<file path="config.mk">
export PLATFORM = sky130hd
export DESIGN_NAME = sgs_queue
export DESIGN_NICKNAME = d
export VERILOG_FILES = /design/src/rtl/sgs_pkg.sv /design/src/rtl/sgs_queue.sv
export SDC_FILE = /design/constraint.sdc
export NUM_CORES = 1
export LEC_CHECK = 0
export ABC_AREA = 0
export ABC_CLOCK_PERIOD_IN_PS = 3100
export BUFFER_PORTS_ARGS = -buffer_cell sky130_fd_sc_hd__buf_2
export CAP_MARGIN = 10
export CORE_MARGIN = 2
export CORE_UTILIZATION = 30
export DETAILED_ROUTE_END_ITERATION = 12
export PLACE_DENSITY = 0.46
export RECOVER_POWER = 25
export REMOVE_ABC_BUFFERS = 1
export SYNTH_ARGS = -nofsm -noshare
export SYNTH_HDL_FRONTEND = slang
export SYNTH_SLANG_ARGS = --single-unit
</file>
<file path="constraint.sdc">
create_clock -name clock -period 3.1 [get_ports clock]
set_input_delay 0.465 -clock clock [delete_from_list [all_inputs] [get_ports clock]]
set_output_delay 0.465 -clock clock [all_outputs]
set_load 0.03 [all_outputs]
</file>
<file path="src/rtl/sgs_pkg.sv">
// ---------------------------------------------------------------------------
// sgs_pkg
// Shared types and constants of the streaming 3x3 Scharr gradient core.
// ---------------------------------------------------------------------------
package sgs_pkg;

   localparam int PIX_W       = 8;
   localparam int COL_W       = 10;
   localparam int ROW_W       = 12;
   localparam int WID_W       = 11;
   localparam int SUM_W       = 12;
   localparam int DIF_W       = 9;
   localparam int GRAD_W      = 13;
   localparam int CSR_IDX_W   = 2;
   localparam int CSR_DATA_W  = 12;
   localparam int COL_LIMIT   = 1024;
   localparam int QUEUE_DEPTH = 4;
   localparam int QPTR_W      = 2;
   localparam int QCNT_W      = 3;
   localparam int SLOT_N      = 4;

   localparam logic [CSR_IDX_W-1:0] REG_FRAME_WIDTH  = 2'd0;
   localparam logic [CSR_IDX_W-1:0] REG_FRAME_HEIGHT = 2'd1;

   localparam logic [WID_W-1:0] WIDTH_RESET  = 11'd640;
   localparam logic [ROW_W-1:0] HEIGHT_RESET = 12'd480;

   typedef struct packed {
      logic [WID_W-1:0] frame_width;
      logic [ROW_W-1:0] frame_height;
   } cfg_type;

   // one classified pixel with its vertical pass already done
   typedef struct packed {
      logic [SUM_W-1:0] vsum;
      logic [DIF_W-1:0] vdiff;
      logic [SUM_W-1:0] lsum;
      logic             has_above;
      logic             last_row;
      logic             last_col;
      logic             col_ge1;
      logic             col_eq1;
      logic [COL_W-1:0] col;
      logic [ROW_W-1:0] row;
   } entry_type;

endpackage

</file>
<file path="src/rtl/sgs_queue.sv">
// ---------------------------------------------------------------------------
// sgs_queue
// Short first-in first-out queue between the front and back parts.
// ---------------------------------------------------------------------------
module sgs_queue (
   input  logic               clock,
   input  logic               reset,
   input  logic               push_valid,
   output logic               push_ready,
   input  sgs_pkg::entry_type push_entry,
   output logic               pop_valid,
   input  logic               pop_ready,
   output sgs_pkg::entry_type pop_entry
);
   import sgs_pkg::*;

   entry_type         q_ff [QUEUE_DEPTH];
   logic [QPTR_W-1:0] wr_ptr_ff, wr_ptr_in;
   logic [QPTR_W-1:0] rd_ptr_ff, rd_ptr_in;
   logic [QCNT_W-1:0] cnt_ff, cnt_in;
   logic              push, pop;

   assign push_ready = cnt_ff != QCNT_W'(QUEUE_DEPTH);
   assign pop_valid  = cnt_ff != '0;
   assign push       = push_valid && push_ready;
   assign pop        = pop_valid && pop_ready;
   assign pop_entry  = q_ff[rd_ptr_ff];

   always_comb begin
      wr_ptr_in = push ? wr_ptr_ff + QPTR_W'(1) : wr_ptr_ff;
      rd_ptr_in = pop ? rd_ptr_ff + QPTR_W'(1) : rd_ptr_ff;
      cnt_in    = cnt_ff + QCNT_W'(push) - QCNT_W'(pop);
   end

   always_ff @(posedge clock) begin
      if (reset) begin
         wr_ptr_ff <= '0;
         rd_ptr_ff <= '0;
         cnt_ff    <= '0;
      end else begin
         wr_ptr_ff <= wr_ptr_in;
         rd_ptr_ff <= rd_ptr_in;
         cnt_ff    <= cnt_in;
      end
   end

   always_ff @(posedge clock) begin
      if (push) begin
         q_ff[wr_ptr_ff] <= push_entry;
      end
   end

`ifndef ASSERT_OFF
   a_cnt_max: assert property (@(posedge clock) disable iff (reset)
      cnt_ff <= QCNT_W'(QUEUE_DEPTH))
      else $error("queue count beyond depth");

   a_cnt_track: assert property (@(posedge clock) disable iff (reset)
      !$past(reset) |-> cnt_ff == $past(cnt_ff) + QCNT_W'($past(push))
                                  - QCNT_W'($past(pop)))
      else $error("queue count lost a transaction");
`endif

endmodule

</file>
; Word-level counts from Yosys, hierarchy flattened
; Memories as Yosys holds them, arrays and structs flattened. A register that Yosys moved wholly into a read port is not among the register bits.
; Index checks and enable logic that the tools add are counted.
[word_totals]
regBits = 7
mem_bits_rw = 240
inputBits = 64
output_inout_bits = 62
word_cells = 16
n_memories = 1
[classes]
add_sub_neg = 4
n_eq_ne = 1
mux = 4
n_reduce_logical = 3
[mem_list]
columns = name, words, width, read_ports, rd_clocked_by_memory_dff, wr, line_no
row1 = q_ff, 4, 60, 1, 1, 1, sgs_queue.sv:17  ; entry_type q_ff [QUEUE_DEPTH];
[ops]
columns = cell, n
row1 = adder 2 x 1 -> 2 bit (second input constant), 2
row2 = two-way mux 2 bit, 2
row3 = adder 3 x 1 -> 3 bit, 1
row4 = inequality test 3 bit (second input constant), 1
row5 = nonzero test 3 bit, 1
row6 = subtractor 3 x 1 -> 3 bit, 1
row7 = logical AND 1 bit, 2
row8 = two-way mux 1 bit, 2

; Logic depth before layout (Yosys ltp)
[depth]
word_depth = 4
ltp_mapped = 11
ltp_nobuf = 11

; Least setup slack after synthesis
; Ideal clock, no wire load.
[synth_path]
path_kind = register -> register
start = register cnt_ff[1]
end = memory q_ff[0][0] in the netlist's numbering (enable)
setup_ns = 0.424
t_arrival_ns = 2.214
t_required_ns = 2.676
slack_ns = 0.461
path_stages_with_launch = 4
path_buffers = 0
period_less_slack_ns = 2.639
cell_sequence = dfxtp_1 > nor2_1 > a21boi_2 > and2_1
[synth_between]
elab_chain_len = 4
[synth_rtl]
columns = element, line_no
row1 = start: declaration, sgs_queue.sv:20  ; logic [QCNT_W-1:0] cnt_ff, cnt_in;
row2 = start signal: assignment, sgs_queue.sv:43  ; cnt_ff <= cnt_in;
row3 = inequality test 3 bit, sgs_queue.sv:23  ; assign push_ready = cnt_ff != QCNT_W'(QUEUE_DEPTH);
row4 = logical AND 1 bit, sgs_queue.sv:25  ; assign push = push_valid && push_ready;
row5 = two-way mux 1 bit, sgs_queue.sv:48  ; if (push) begin
row6 = two-way mux 1 bit (implied by the code), sgs_queue.sv:49  ; q_ff[wr_ptr_ff] <= push_entry;
row7 = end: declaration, sgs_queue.sv:17
; Every way passes these cells.

==> flow_summary.yaml <==
power_and_ir_drop:
  power_density_nw_per_um2: 897
  pwr-share-clk_pct: 29.9
  p_leak_nw: 3.59
  combPwrFrac_pct: 27.0
  p_int_w: 0.00685
  p_sw_share_pct: 31.1
  vdd_ir_drop_max_uv: 461
  seq_power_share_pct: 43.1
  p_sw_w: 0.00309
logic_synthesis:
  ys.flop_type: "edfxtp_1"
  avgSynthCellArea_um2: 25.3
  synthMuxAreaShare_pct: 14.9
  ys_seq_elements: 249
  yosys.area_share.adder_pct: 1.03
  syn_inst: 363
  ys_seq_area_share_pct: 80.4
  synth_top_family_by_area: "multiplexers"
  async_reset_ff_share_pct: 0
  synth-simple-area-share_pct: 1.03
  synth_xor_area_share_pct: 0.286
  synth-compound-area-share_pct: 0.313
  synth_cell_type_count: 25
  synth_edf_count: 240
  syn-cell-area_um2: 9190
  synth_warnings: 0
finish:
  layout-drive-gt1-share_pct: 38.1
  final_cells: 927
  design_area_um2: 11100
  area_growth_pct: 20.6
  nNetsFinal: 581
clock_tree:
  cts_hold_buf: 0
  htreeDepth: 1
  clock_path_buffers: 3
  clkLatencyLatePin_ns: 0.53
  clock-sinks: 249
  post_cts_buffers: 0
  cts.clk_slew.worst_paths_ns: 0.06
  cts_resized: 0
  cts_buffers: 28
  cts_tree: "yes"
  cts_root_buf: "clkbuf_16"
routing:
  route.antenna.remaining_nets: 0
  wl_per_cell_um: 19.5
  drt_wl_total_um: 18100
  num_vias: 4198
  vias_per_cell: 4.53
  drcViolationCount: 0
  first_pass_iters: 4
  drtIter0Drc: 213
timing:
  finalSetupTns_ns: 0
  finalHoldViolCount: 0
  relSlewSlack_pct: 61.9
  clock_skew_ns: 0.0152
  period_share_pct: 86.6
  worst_slew_pin_slew_ns: 0.571
  min_period_ns: 2.69
  timing.fmax_ghz: 0.372
  slew_violations: 0
  rsz0062_at_grt: "no"
  setup_viol: 0
  layout_setup_ws_ns: 0.414
worst_setup_path:
  cp-end-kind: "output pin"
  crit_type: "reg -> out"
  reg2reg_to: "cnt_ff[2]"
  rrSetupSlack_ns: 0.71
  r2r_start: "cnt_ff[1]"
  cp-start-kind: "register"
  cp.required_ns: 2.63
  arrival_ns: 2.22
  rr_worst_depth: 11
  critPathMaxFanout: 24
hold_path:
  hp-class: "in -> reg"
  hold-path-cell-count: 1
  hold_start: "push_entry[5]"
  hold_end: "q_ff[1][5]"
die:
  ios: 126
  row_count: 64
  fp.dieW_um: 179
  fp.dieH_um: 179
  initial_core_util_pct: 30.3
  die_area_um2: 32100
  core_area_um2: 30300
run_status:
  status: "finished, final reports clean"
grt:
  busiest_layer: "met2"
  grt_antenna_before_repair: 3
  grt_overflow: 0
  grt_util_met3_pct: 3.48
  grt_max_degree: 34
  grt_use_met1_pct: 15.0
  grt.total_usage_pct: 11.5
  grt_pass1_vias: 4625
  grt_pass1_wl_um: 27300
  grt_use_met2_pct: 18.3
placed_design:
  placed_area_um2: 10300
  dp.cells: 876
  dp_slack_ns: 0.724
  gp_congestion: 0.739
  dpl.hpwl_um: 10300
  port_buffers: 125
job:
  cap_viol_max_count: 0
==> worst max-delay path, stage by stage (launching register included) <==
cell and delay, ns:
dfxtp_4 0.40, buf_4 0.46, mux4_2 0.62, buf_2 0.20
==> cell usage after synthesis (2+ instances only) <==
library cell  number  area [um2]
buf_12             6         120
and2_1             5        31.3
nand2b_1           2        12.5
ha_1               6        75.1
edfxtp_1         240        7210
nor2_1             8        30.0
mux4_2            60        1350
buf_2              6        30.0
dfxtp_1            9         180
inv_1              5        18.8
xor2_1             2        17.5
==> power by group through the flow <==
| stage | clock network, W | registers (W) | logic, W |
|---|---|---|---|
| floorplan | 0 | 0.00447 | 0.00178 |
| global placement | 0 | 0.00434 | 0.00275 |
| detailed placement | 0 | 0.00436 | 0.00276 |
| CTS | 0.00308 | 0.00429 | 0.00277 |
| global route | 0.00320 | 0.00433 | 0.00288 |
| finish | 0.00298 | 0.00429 | 0.00268 |
==> routing by layer <==
metal / share of wire, % / routed length, um
met1: 44 / 8030
met2: 46 / 8320
met3: 7.0 / 1270
met4: 2.5 / 444
met5: 0.13 / 24
==> layout by cell type (no fill, tap or decap), types with 2 or more instances in the layout <==
master,n
mux4_2,60
buf_2,88
xor2_1,2
clkinv_1,5
buf_12,6
ha_1,6
dfxtp_4,2
and2_4,4
clkbuf_16,29
clkinv_2,6
inv_1,5
edfxtp_1,240
clkbuf_1,43
nand2b_1,2
dfxtp_1,7
nor2_1,8
==> logic make-up after synthesis <==
kind of cell	after synthesis
DFF	249
adders and majority gates	7
and+or+nand+nor	19
AOI/OAI and AO/OA	3
buffers and inverters	20
xor gates and xnor gates	3
muxes	62
==> state kept, by name (all words and copies together) (netlist names), named ones only <==
name / count
cnt_ff: 3
q_ff: 240
rd_ptr_ff: 2
wr_ptr_ff: 2
==> how the worst max path moves through the flow <==
| stage | slack (ns) | end |
|---|---|---|
| finish | 0.41 | pop_entry[55] |
| global route | 0.26 | pop_entry[55] |
| CTS | 0.32 | pop_entry[55] |
| detailed placement | 0.72 | cnt_ff[2] |
| global placement | 0.78 | cnt_ff[2] |
| floorplan | -0.69 | pop_entry[0] |
==> layout make-up <==
| type | count | area (um2) |
|---|---|---|
| diodes | 1 | 2.50 |
| clock buffers | 36 | 762 |
| repair buffers | 132 | 707 |
| clock inverters | 14 | 73.8 |
| inverters | 5 | 18.8 |
| fillers | 2806 | 19300 |
| flip-flops and latches | 249 | 7390 |
| multi-input cells | 94 | 1630 |
| well taps | 396 | 495 |
==> through the flow <==
step / hold slack (ns) / total power (W) / util, %
2_1_floorplan: 0.481 / 0.00625 / -
3_3_place_gp: 0.497 / 0.00708 / 33.9
3_5_place_dp: 0.522 / 0.00712 / 33.9
4_1_cts: 0.114 / 0.0101 / 36.7
5_1_grt: 0.146 / 0.0104 / 36.5
6_report: 0.159 / 0.00994 / 36.5
Power figures use the tool's default switching activity.
