`src/rtl/sgs_pkg.sv`:
```
// ---------------------------------------------------------------------------
// sgs_pkg
// Shared types and constants of the streaming 3x3 Scharr gradient core.
// ---------------------------------------------------------------------------
package sgs_pkg;

   localparam int PIX_W       = 8;
   localparam int COL_W       = 10;
   localparam int ROW_W       = 12;
   localparam int WID_W       = 11;
   localparam int SUM_W       = 12;
   localparam int DIF_W       = 9;
   localparam int GRAD_W      = 13;
   localparam int CSR_IDX_W   = 2;
   localparam int CSR_DATA_W  = 12;
   localparam int COL_LIMIT   = 1024;
   localparam int QUEUE_DEPTH = 4;
   localparam int QPTR_W      = 2;
   localparam int QCNT_W      = 3;
   localparam int SLOT_N      = 4;

   localparam logic [CSR_IDX_W-1:0] REG_FRAME_WIDTH  = 2'd0;
   localparam logic [CSR_IDX_W-1:0] REG_FRAME_HEIGHT = 2'd1;

   localparam logic [WID_W-1:0] WIDTH_RESET  = 11'd640;
   localparam logic [ROW_W-1:0] HEIGHT_RESET = 12'd480;

   typedef struct packed {
      logic [WID_W-1:0] frame_width;
      logic [ROW_W-1:0] frame_height;
   } cfg_type;

   // one classified pixel with its vertical pass already done
   typedef struct packed {
      logic [SUM_W-1:0] vsum;
      logic [DIF_W-1:0] vdiff;
      logic [SUM_W-1:0] lsum;
      logic             has_above;
      logic             last_row;
      logic             last_col;
      logic             col_ge1;
      logic             col_eq1;
      logic [COL_W-1:0] col;
      logic [ROW_W-1:0] row;
   } entry_type;

endpackage

```
`src/rtl/sgs_back.sv`:
```
// ---------------------------------------------------------------------------
// sgs_back
// Runs the horizontal pass: keeps the column windows and sends out up to
// four gradient results per queued pixel, one per cycle unless rsp stalls.
// ---------------------------------------------------------------------------
module sgs_back (
   input  logic                              clock,
   input  logic                              reset,
   input  logic                              pop_valid,
   output logic                              pop_ready,
   input  sgs_pkg::entry_type                pop_entry,
   output logic                              rsp_valid,
   input  logic                              rsp_ready,
   output logic signed [sgs_pkg::GRAD_W-1:0] rsp_grad_x,
   output logic signed [sgs_pkg::GRAD_W-1:0] rsp_grad_y,
   output logic [sgs_pkg::COL_W-1:0]         rsp_out_col,
   output logic [sgs_pkg::ROW_W-1:0]         rsp_out_row,
   output logic                              rsp_frame_done
);
   import sgs_pkg::*;

   localparam logic [1:0] SLOT_VERT_PREV = 2'd0;
   localparam logic [1:0] SLOT_VERT_EDGE = 2'd1;
   localparam logic [1:0] SLOT_LAST_PREV = 2'd2;
   localparam logic [1:0] SLOT_LAST_EDGE = 2'd3;

   entry_type         cur_ff;
   logic              cur_valid_ff, cur_valid_in;
   logic [SLOT_N-1:0] rem_ff, rem_in;
   logic [SUM_W-1:0]  vsum_ff [3];
   logic [SUM_W-1:0]  vsum_in [3];
   logic [DIF_W-1:0]  vdiff_ff [3];
   logic [DIF_W-1:0]  vdiff_in [3];
   logic [SUM_W-1:0]  lsum_ff [3];
   logic [SUM_W-1:0]  lsum_in [3];

   logic              rsp_valid_ff, rsp_valid_in;
   logic [GRAD_W-1:0] gx_ff, gy_ff;
   logic [COL_W-1:0]  ocol_ff;
   logic [ROW_W-1:0]  orow_ff;
   logic              done_ff;

   logic [1:0]        sel;
   logic [SLOT_N-1:0] sel_bit, rem_after, load_mask;
   logic              out_take, emit, free, load, use_vert, pair;
   logic [SUM_W-1:0]  w0, w1, w2, sl, sr;
   logic [DIF_W-1:0]  dl, dr, dm;
   logic signed [GRAD_W:0] dl_x, dr_x, dm_x, dsum, gy_full;
   logic [GRAD_W-1:0] gx, gy;
   logic [COL_W-1:0]  ocol;
   logic [ROW_W-1:0]  orow;

   always_comb begin
      case (1'b1)
         rem_ff[SLOT_VERT_PREV]: sel = SLOT_VERT_PREV;
         rem_ff[SLOT_VERT_EDGE]: sel = SLOT_VERT_EDGE;
         rem_ff[SLOT_LAST_PREV]: sel = SLOT_LAST_PREV;
         default:                sel = SLOT_LAST_EDGE;
      endcase
      sel_bit = SLOT_N'(1) << sel;
   end

   assign out_take  = !rsp_valid_ff || rsp_ready;
   assign emit      = cur_valid_ff && (rem_ff != '0) && out_take;
   assign rem_after = emit ? (rem_ff & ~sel_bit) : rem_ff;
   assign free      = !cur_valid_ff || (rem_after == '0);
   assign pop_ready = free;
   assign load      = pop_valid && free;

   always_comb begin
      load_mask[SLOT_VERT_PREV] = pop_entry.has_above && pop_entry.col_ge1;
      load_mask[SLOT_VERT_EDGE] = pop_entry.has_above && pop_entry.last_col;
      load_mask[SLOT_LAST_PREV] = pop_entry.last_row && pop_entry.col_ge1;
      load_mask[SLOT_LAST_EDGE] = pop_entry.last_row && pop_entry.last_col;
   end

   always_comb begin
      cur_valid_in = free ? load : cur_valid_ff;
      rem_in       = load ? load_mask : rem_after;
      vsum_in      = vsum_ff;
      vdiff_in     = vdiff_ff;
      lsum_in      = lsum_ff;
      if (load && pop_entry.has_above) begin
         vsum_in[0]  = vsum_ff[1];
         vsum_in[1]  = vsum_ff[2];
         vsum_in[2]  = pop_entry.vsum;
         vdiff_in[0] = vdiff_ff[1];
         vdiff_in[1] = vdiff_ff[2];
         vdiff_in[2] = pop_entry.vdiff;
      end
      if (load && pop_entry.last_row) begin
         lsum_in[0] = lsum_ff[1];
         lsum_in[1] = lsum_ff[2];
         lsum_in[2] = pop_entry.lsum;
      end
   end

   // slot operands: prev slots use left/centre/right, mirrored at column 0; edge slots mirror
   always_comb begin
      use_vert = (sel == SLOT_VERT_PREV) || (sel == SLOT_VERT_EDGE);
      pair     = (sel == SLOT_VERT_PREV) || (sel == SLOT_LAST_PREV);
      w0       = use_vert ? vsum_ff[0] : lsum_ff[0];
      w1       = use_vert ? vsum_ff[1] : lsum_ff[1];
      w2       = use_vert ? vsum_ff[2] : lsum_ff[2];
      sl       = pair ? (cur_ff.col_eq1 ? w2 : w0) : w1;
      sr       = pair ? w2 : w1;
      dl       = pair ? (cur_ff.col_eq1 ? vdiff_ff[2] : vdiff_ff[0]) : vdiff_ff[1];
      dr       = pair ? vdiff_ff[2] : vdiff_ff[1];
      dm       = pair ? vdiff_ff[1] : vdiff_ff[2];
      dl_x     = {{(GRAD_W+1-DIF_W){dl[DIF_W-1]}}, dl};
      dr_x     = {{(GRAD_W+1-DIF_W){dr[DIF_W-1]}}, dr};
      dm_x     = {{(GRAD_W+1-DIF_W){dm[DIF_W-1]}}, dm};
      dsum     = dl_x + dr_x;
      gy_full  = (dsum <<< 1) + dsum + (dm_x <<< 3) + (dm_x <<< 1);
      gx       = {1'b0, sr} - {1'b0, sl};
      gy       = use_vert ? gy_full[GRAD_W-1:0] : '0;
      ocol     = pair ? cur_ff.col - COL_W'(1) : cur_ff.col;
      orow     = use_vert ? cur_ff.row - ROW_W'(1) : cur_ff.row;
   end

   always_comb begin
      rsp_valid_in = rsp_valid_ff;
      if (emit) begin
         rsp_valid_in = 1'b1;
      end else if (rsp_ready) begin
         rsp_valid_in = 1'b0;
      end
   end

   always_ff @(posedge clock) begin
      if (reset) begin
         cur_valid_ff <= 1'b0;
         rem_ff       <= '0;
         rsp_valid_ff <= 1'b0;
         vsum_ff      <= '{default: '0};
         vdiff_ff     <= '{default: '0};
         lsum_ff      <= '{default: '0};
      end else begin
         cur_valid_ff <= cur_valid_in;
         rem_ff       <= rem_in;
         rsp_valid_ff <= rsp_valid_in;
         vsum_ff      <= vsum_in;
         vdiff_ff     <= vdiff_in;
         lsum_ff      <= lsum_in;
      end
   end

   always_ff @(posedge clock) begin
      if (load) begin
         cur_ff <= pop_entry;
      end
      if (emit) begin
         gx_ff   <= gx;
         gy_ff   <= gy;
         ocol_ff <= ocol;
         orow_ff <= orow;
         done_ff <= sel == SLOT_LAST_EDGE;
      end
   end

   assign rsp_valid      = rsp_valid_ff;
   assign rsp_grad_x     = $signed(gx_ff);
   assign rsp_grad_y     = $signed(gy_ff);
   assign rsp_out_col    = ocol_ff;
   assign rsp_out_row    = orow_ff;
   assign rsp_frame_done = done_ff;

`ifndef ASSERT_OFF
   a_rem_owner: assert property (@(posedge clock) disable iff (reset)
      rem_ff != '0 |-> cur_valid_ff)
      else $error("pending results without a current pixel");

   a_done_flat: assert property (@(posedge clock) disable iff (reset)
      rsp_valid_ff && done_ff |-> gx_ff == '0 && gy_ff == '0)
      else $error("last gradient of frame is not flat");
`endif

endmodule

```
`config.mk`:
```
export PLATFORM = sky130hd
export DESIGN_NAME = sgs_back
export DESIGN_NICKNAME = d
export VERILOG_FILES = /design/src/rtl/sgs_pkg.sv /design/src/rtl/sgs_back.sv
export SDC_FILE = /design/constraint.sdc
export NUM_CORES = 1
export LEC_CHECK = 0
export BUFFER_PORTS_ARGS = -buffer_cell sky130_fd_sc_hd__buf_4
export CAP_MARGIN = 20
export CORE_MARGIN = 2
export CORE_UTILIZATION = 60
export DETAILED_ROUTE_END_ITERATION = 16
export GPL_ROUTABILITY_DRIVEN = 0
export GPL_TIMING_DRIVEN = 1
export PLACE_DENSITY = 0.82
export SLEW_MARGIN = 20
export SYNTH_ARGS = -nofsm -noshare
export SYNTH_HDL_FRONTEND = slang
export SYNTH_SLANG_ARGS = --single-unit
```
`constraint.sdc`:
```
create_clock -name clock -period 13.58 [get_ports clock]
set_input_delay 0.679 -clock clock [delete_from_list [all_inputs] [get_ports clock]]
set_output_delay 0.679 -clock clock [all_outputs]
set_load 0.05 [all_outputs]
```
# Yosys cells after proc, flatten, opt, wreduce, memory -nomap -nowiden
# Index checks and enable logic that the tools add are counted.
totals:
  in_bits: 64
  word_cells: 71
  out_inout_bits: 51
  reg_bits: 177
classes:
  shifts: 1
  n_bitwise: 2
  add_sub_neg: 7
  n_eq_ne: 3
  muxes: 19
  reduce_logical: 19
ops:
  columns: ["cell", "count"]
  rows:
  - ["12-bit two-way mux", 7]
  - ["9-bit two-way mux", 4]
  - ["12-bit by 12-bit adder with 13-bit output", 1]
  - ["13-bit by 10-bit adder with 13-bit output", 1]
  - ["12-bit by 12-bit subtractor with 13-bit output", 1]
  - ["11-bit by 10-bit adder with 12-bit output", 1]
  - ["12-bit by 1-bit subtractor with 12-bit output (second input constant)", 1]
  - ["9-bit by 9-bit adder with 10-bit output", 1]
  - ["10-bit two-way mux", 1]
  - ["10-bit by 1-bit subtractor with 10-bit output (second input constant)", 1]
  - ["1-bit logical AND", 9]
  - ["4-bit two-way mux", 2]
  - ["4-bit AND", 1]
  - ["2-bit == test (second input constant)", 2]
  - ["4-bit zero test", 1]
  - ["1-bit logical OR", 4]
  - ["2-bit two-way mux", 2]
  - ["4-bit NOT", 1]
  - ["4-bit nonzero test", 1]
  - ["1-bit by 2-bit << shifter with 4-bit output (first input constant)", 1]
  - ["1-bit two-way mux", 3]
  - ["2-bit by 1-bit == test with 1-bit output (second input constant)", 1]
  - ["1-bit zero test", 2]
  - ["2-bit zero test", 1]
  - ["2-bit nonzero test", 1]

# Longest topological paths before layout
depth:
  depth_word: 11
  depth_mapped: 24
  mapped_depth_nobuf: 21

# Least setup slack after synthesis
# No wires, ideal clock.
synth_timing:
  path_type: "register -> register"
  start: "register rem_ff[1]"
  end: "register gy_ff[11], in the netlist rsp_grad_y[11] (data pin)"
  period_less_slack_ns: 5.218
  t_required_ns: 13.313
  arrival_ns: 4.951
  path_slack_ns: 8.362
  stages_incl_launch_ff: 24
  setup_ns: 0.267
  path_buffers: 3
  path_cell_list: "dfxtp_1 buf_4 nand2b_1 and2_1 clkbuf_1 clkbuf_1 o21ai_0 ha_1 fa_1 a21o_1 a21oi_1 o21ai_1 o41ai_1 xnor2_1 fa_1 inv_1 fa_1 inv_1 ha_1 o21ai_0 nor2_1 a21oi_1 xor2_1 nor2_1"
synth_via:
  elab_chain_cells: 9
  elab_cells_between_ends: 14
  classes_between: "4 x add/sub; 2 x eq/ne; 5 x mux; 3 x reduce/logical"
synth_lines:
  columns: ["element", "line", "source"]
  rows:
  - ["from (decl)", "sgs_back.sv:29", "logic [SLOT_N-1:0] rem_ff, rem_in;"]
  - ["from (signal assigned)", "sgs_back.sv:140", "rem_ff <= rem_in;"]
  - ["2-bit two-way mux (*) (2 in series)", "sgs_back.sv:54", "case (1'b1)"]
  - ["2-bit == test or 2-bit zero test (tied branches)", "sgs_back.sv:101, sgs_back.sv:100", null]
  - ["1-bit logical OR", "sgs_back.sv:101", "pair = (sel == SLOT_VERT_PREV) || (sel == SLOT_LAST_PREV);"]
  - ["9-bit two-way mux, on equally long branches", "sgs_back.sv:107, sgs_back.sv:108", null]
  - ["9-bit by 9-bit adder with 10-bit output", "sgs_back.sv:113", "dsum = dl_x + dr_x;"]
  - ["11-bit by 10-bit adder with 12-bit output", "sgs_back.sv:114", "gy_full = (dsum <<< 1) + dsum + (dm_x <<< 3) + (dm_x <<< 1);"]
  - ["12-bit by 12-bit adder with 13-bit output", "sgs_back.sv:114", null]
  - ["13-bit by 10-bit adder with 13-bit output", "sgs_back.sv:114", null]
  - ["to (signal assigned)", "sgs_back.sv:154", "gy_ff <= gy;"]
  - ["to (decl)", "sgs_back.sv:38", "logic [GRAD_W-1:0] gx_ff, gy_ff;"]
# Every way passes the cells marked *; elsewhere a longest branch is shown, timed or not.
# A chain may end at the register's enable or synchronous reset.

# Worst setup path after layout
layout_timing:
  start: "register rem_ff[2]"
  end: "register gy_ff[11], in the netlist rsp_grad_y[11] (data pin)"
layout_via:
  elab_chain_cells: 10
  elab_cells_between_ends: 15
  classes_between: "4 x add/sub; 2 x eq/ne; 6 x mux; 3 x reduce/logical"
layout_lines:
  columns: ["element", "line"]
  rows:
  - ["1-bit two-way mux (*)", "sgs_back.sv:54"]
  - ["2-bit two-way mux (*) (2 in series)", "sgs_back.sv:54"]
  - ["2-bit == test or 2-bit zero test (tied branches)", "sgs_back.sv:101, sgs_back.sv:100"]
  - ["1-bit logical OR", "sgs_back.sv:101"]
  - ["9-bit two-way mux, on equally long branches", "sgs_back.sv:107, sgs_back.sv:108"]
  - ["9-bit by 9-bit adder with 10-bit output", "sgs_back.sv:113"]
  - ["11-bit by 10-bit adder with 12-bit output", "sgs_back.sv:114"]
  - ["12-bit by 12-bit adder with 13-bit output", "sgs_back.sv:114"]
  - ["13-bit by 10-bit adder with 13-bit output", "sgs_back.sv:114"]
# Marks and branches as above.

==> results.sh <==
export IMPL_outcome="completed"
export IMPL_timing_rr_end="rsp_grad_y[11]$_SDFFCE_PP0P_"
export IMPL_hold_viol=0
export IMPL_min_delay_path_depth=1
export IMPL_yosys_top_cells_count="215 x nand2_1, 110 x a21oi_1, 105 x dfxtp_1, 80 x nor2_1, 72 x edfxtp_1"
export IMPL_via_count_of_the_first_global_routing_pass=6446
export IMPL_drv_max_cap_violation_count=0
export IMPL_worstMarginPinSlew_ns=1.13
export IMPL_post_synth_top_count_cell="nand2_1"
export IMPL_synth_edff_count=72
export IMPL_path_max_fanout=30
export IMPL_avgViaCountPerCell=5.62
export IMPL_postCtsSetupRepairBufs=0
export IMPL_drive_gt1_share_pct=15.1
export IMPL_route_antenna_remaining_nets=0
export IMPL_tritoncts="yes"
export IMPL_yosysUniqueCellTypes=58
export IMPL_synth_main_ff_cell="dfxtp_1"
export IMPL_final_setup_viol_count=0
export IMPL_synth_seq_cells=177
export IMPL_ys_seq_area_share_pct=46.7
export IMPL_worst_ir_drop_vdd_uv=89.8
export IMPL_layout_filler_cells=1121
export IMPL_antenna_diode_count=0
export IMPL_timing_reg2reg_worst_path_depth=21
export IMPL_worst_path_dominant_cell_family="adder cells"
export IMPL_hold_path_class="in2reg"
export IMPL_finish_net_count=1180
export IMPL_grt_max_degree=106
export IMPL_critPathArrivalTime_ns=6.06
export IMPL_antenna_found_initial=0
export IMPL_fp_row_count=45
export IMPL_grt_pass1_wl_um=31900
export IMPL_core_area_um2=15000
export IMPL_rsz0062_at_grt="false"
export IMPL_critPathRequiredTime_ns=13.75
export IMPL_skew_ns=0.00697
export IMPL_buffer_ports_inserted=114
export IMPL_synth_top_cell_area_share_pct=23.7
export IMPL_syn_area_cell_um2=9.38
export IMPL_place_detailed_instances=1230
export IMPL_slew_viol_final=0
export IMPL_critical_path_depth=21
export IMPL_top_level_ports=115
export IMPL_worst_path_most_repeated_cell="fa_1"
export IMPL_synthesis_area_um2=9120
export IMPL_power_mw=1.20
export IMPL_worst_path_largest_cell_delay_ns=0.78
export IMPL_startpoint_type="register"
export IMPL_crit_start="rem_ff[2]$_SDFF_PP0_"
export IMPL_synthesis_instances=972
export IMPL_cts_hold_fix_buffers=0
export IMPL_detailed_place_hpwl_um=13800
export IMPL_die_area_um2=16200
export IMPL_clock_tree_root_cell="clkbuf_16"
export IMPL_criticalPathCategory="reg2reg"
export IMPL_via_count=7080
export IMPL_finalWirelength_um=19900
export IMPL_r2r_start="rem_ff[2]$_SDFF_PP0_"
export IMPL_total_leakage_power_nw=4.48
export IMPL_clock_sink_count=177
export IMPL_final_min_period_over_clock_period_pct=43.3
export IMPL_type_of_element_capturing_the_critical_path="register"
export IMPL_r2r_setup_slack_ns=7.69
export IMPL_cp_cell_sequence="nand2b_1 > and2_1 > nand2_1 > o21ai_0 > ha_1 > fa_1 > a21o_1 > a21oi_1 > o21ai_1 > o41ai_1 > xnor2_1 > fa_1 > inv_1 > fa_1 > inv_1 > ha_1 > o21ai_0 > nor2_1 > a21oi_1 > xor2_1 > nor2_1"
export IMPL_synth_top_cells_by_area="edfxtp_1 24%, dfxtp_1 23%, nand2_1 8.8%"
export IMPL_worst_setup_hold_path_clk_slew_ns=0.06
export IMPL_chipWidth_um=127
export IMPL_initial_utilization_pct=60.7
export IMPL_synth_area_leader_cell="edfxtp_1"
export IMPL_flow_area_growth_from_synthesis_pct=15.7
export IMPL_timing_critical_path_slowest_stage_cell="dfxtp_1"
export IMPL_finalNonFillerCells=1260
export IMPL_initialDrtViolationCount=524
export IMPL_power_density_nw_per_um2=113
export IMPL_drcViolationCount=0
export IMPL_cts_repair_resize_count=0
export IMPL_first_pass_iters=6
export IMPL_capturing_instance_or_port_of_the_critical_path="rsp_grad_y[11]$_SDFFCE_PP0P_"
export IMPL_final_min_clock_period_ns=5.89
export IMPL_max_clock_path_buffers=2
export IMPL_clk_latency_worst_skew_pair_ns=0.42
export IMPL_postSynth_asyncResetShare_pct=0
export IMPL_cts_made_buffers=17
export IMPL_finalSetupTns_ns=0
export IMPL_global_route_usage_total_pct=24.8
export IMPL_yosys_warnings=0
export IMPL_max_freq_mhz=170
export IMPL_worstPathBufferInverterCount=2
export IMPL_global_route_overflow_total=0
export IMPL_mappedNetlistNets=1091
export IMPL_wl_per_cell_um=15.8
export IMPL_slew_headroom_pct=24.6
export IMPL_die_y_um=127
export IMPL_htree_num_levels=4
==> power breakdown <==
part | total [mW] | internal [mW] | switching (mW)
logic | 0.159 | 0.0621 | 0.0971
clock network | 0.451 | 0.257 | 0.194
registers | 0.586 | 0.574 | 0.0124
total | 1.20 | 0.893 | 0.303
==> per-layer routing <==
| layer | vias to the layer above | routed length, um | track usage [%] |
|---|---|---|---|
| met1 | 3297 | 9340 | 35.7 |
| met3 | 25 | 1480 | 5.11 |
| met2 | 256 | 8770 | 37.7 |
| met4 | 0 | 303 | 8.21 |
| li1 | 3502 | - | - |
| met5 | - | 0 | 0 |
==> final cells by class <==
| cell class | instances | area, um^2 | share of cell area (%) |
|---|---|---|---|
| tap | 188 | 235 | 2.23 |
| inverter | 40 | 153 | 1.45 |
| sequential | 177 | 4260 | 40.4 |
| clock inverter | 8 | 50.0 | 0.474 |
| clock buffer | 22 | 495 | 4.69 |
| multi-input combinational | 705 | 4460 | 42.2 |
| timing repair buffer | 120 | 901 | 8.54 |
==> sequential cells by signal (all words and copies together), names as in the netlist, 4 cells and up <==
register	flops
lsum_ff	36
vsum_ff	36
vdiff_ff	27
cur_ff	23
rsp_grad_x	13
rsp_grad_y	13
rsp_out_row	12
rsp_out_col	10
rem_ff	4
==> metrics by stage <==
stage	util [%]	worst slack (ns)	cell area (um^2)	hold WS, ns
3_3_place_gp	66.6	7.96	10000	0.441
3_5_place_dp	66.6	7.76	10000	0.447
2_1_floorplan	-	8.36	9120	0.433
5_1_grt	70.2	7.31	10600	0.418
6_report	70.2	7.69	10600	0.436
4_1_cts	70.2	7.75	10600	0.422
==> cell families after synthesis <==
| logic type | count (synthesis) | share of synthesized area (%) |
|---|---|---|
| simple gates | 365 | 17.1 |
| buf+inv | 90 | 4.51 |
| flops | 177 | 46.7 |
| xor+xnor | 41 | 4.09 |
| fa+ha+maj | 56 | 9.23 |
| mux | 51 | 5.75 |
| compound gates | 192 | 12.6 |
==> worst min path at each step <==
stage | slack [ns] | end | startpoint
after floorplan | 0.43 | vsum_ff[30]$_SDFFE_PP0P_ | vsum_ff[30]$_SDFFE_PP0P_
after global placement | 0.44 | vdiff_ff[22]$_SDFFE_PP0P_ | vdiff_ff[22]$_SDFFE_PP0P_
after detailed placement | 0.45 | vdiff_ff[24]$_SDFFE_PP0P_ | vdiff_ff[24]$_SDFFE_PP0P_
after CTS | 0.42 | cur_ff[15]$_DFFE_PP_ | pop_entry[15]
after global routing | 0.42 | cur_ff[15]$_DFFE_PP_ | pop_entry[15]
final | 0.44 | cur_ff[12]$_DFFE_PP_ | pop_entry[12]
==> cell usage in the layout, fill, tap and decap left out, types with 2 or more instances in the layout <==
| master | instances |
|---|---|
| o21ai_0 | 20 |
| xor2_1 | 22 |
| o41ai_1 | 3 |
| edfxtp_1 | 72 |
| mux2i_1 | 49 |
| dfxtp_1 | 105 |
| a21o_1 | 9 |
| nor4_1 | 9 |
| o211ai_1 | 3 |
| nand2_4 | 2 |
| buf_4 | 120 |
| nand2_1 | 215 |
| and2_1 | 7 |
| o31a_1 | 2 |
| a21oi_1 | 110 |
| xnor2_1 | 18 |
| o21ai_1 | 4 |
| o21a_1 | 4 |
| nor3b_1 | 10 |
| o21bai_1 | 3 |
| inv_1 | 39 |
| clkinv_2 | 3 |
| ha_1 | 36 |
| a211oi_1 | 14 |
| nand2b_1 | 6 |
| inv_4 | 4 |
| or2_1 | 12 |
| nor3_1 | 6 |
| clkbuf_8 | 3 |
| clkbuf_16 | 18 |
| nor2b_1 | 3 |
| fa_1 | 19 |
| nand3_1 | 7 |
| a22o_1 | 10 |
| nor2_1 | 78 |
No activity file was read; power rests on OpenSTA's default activity.
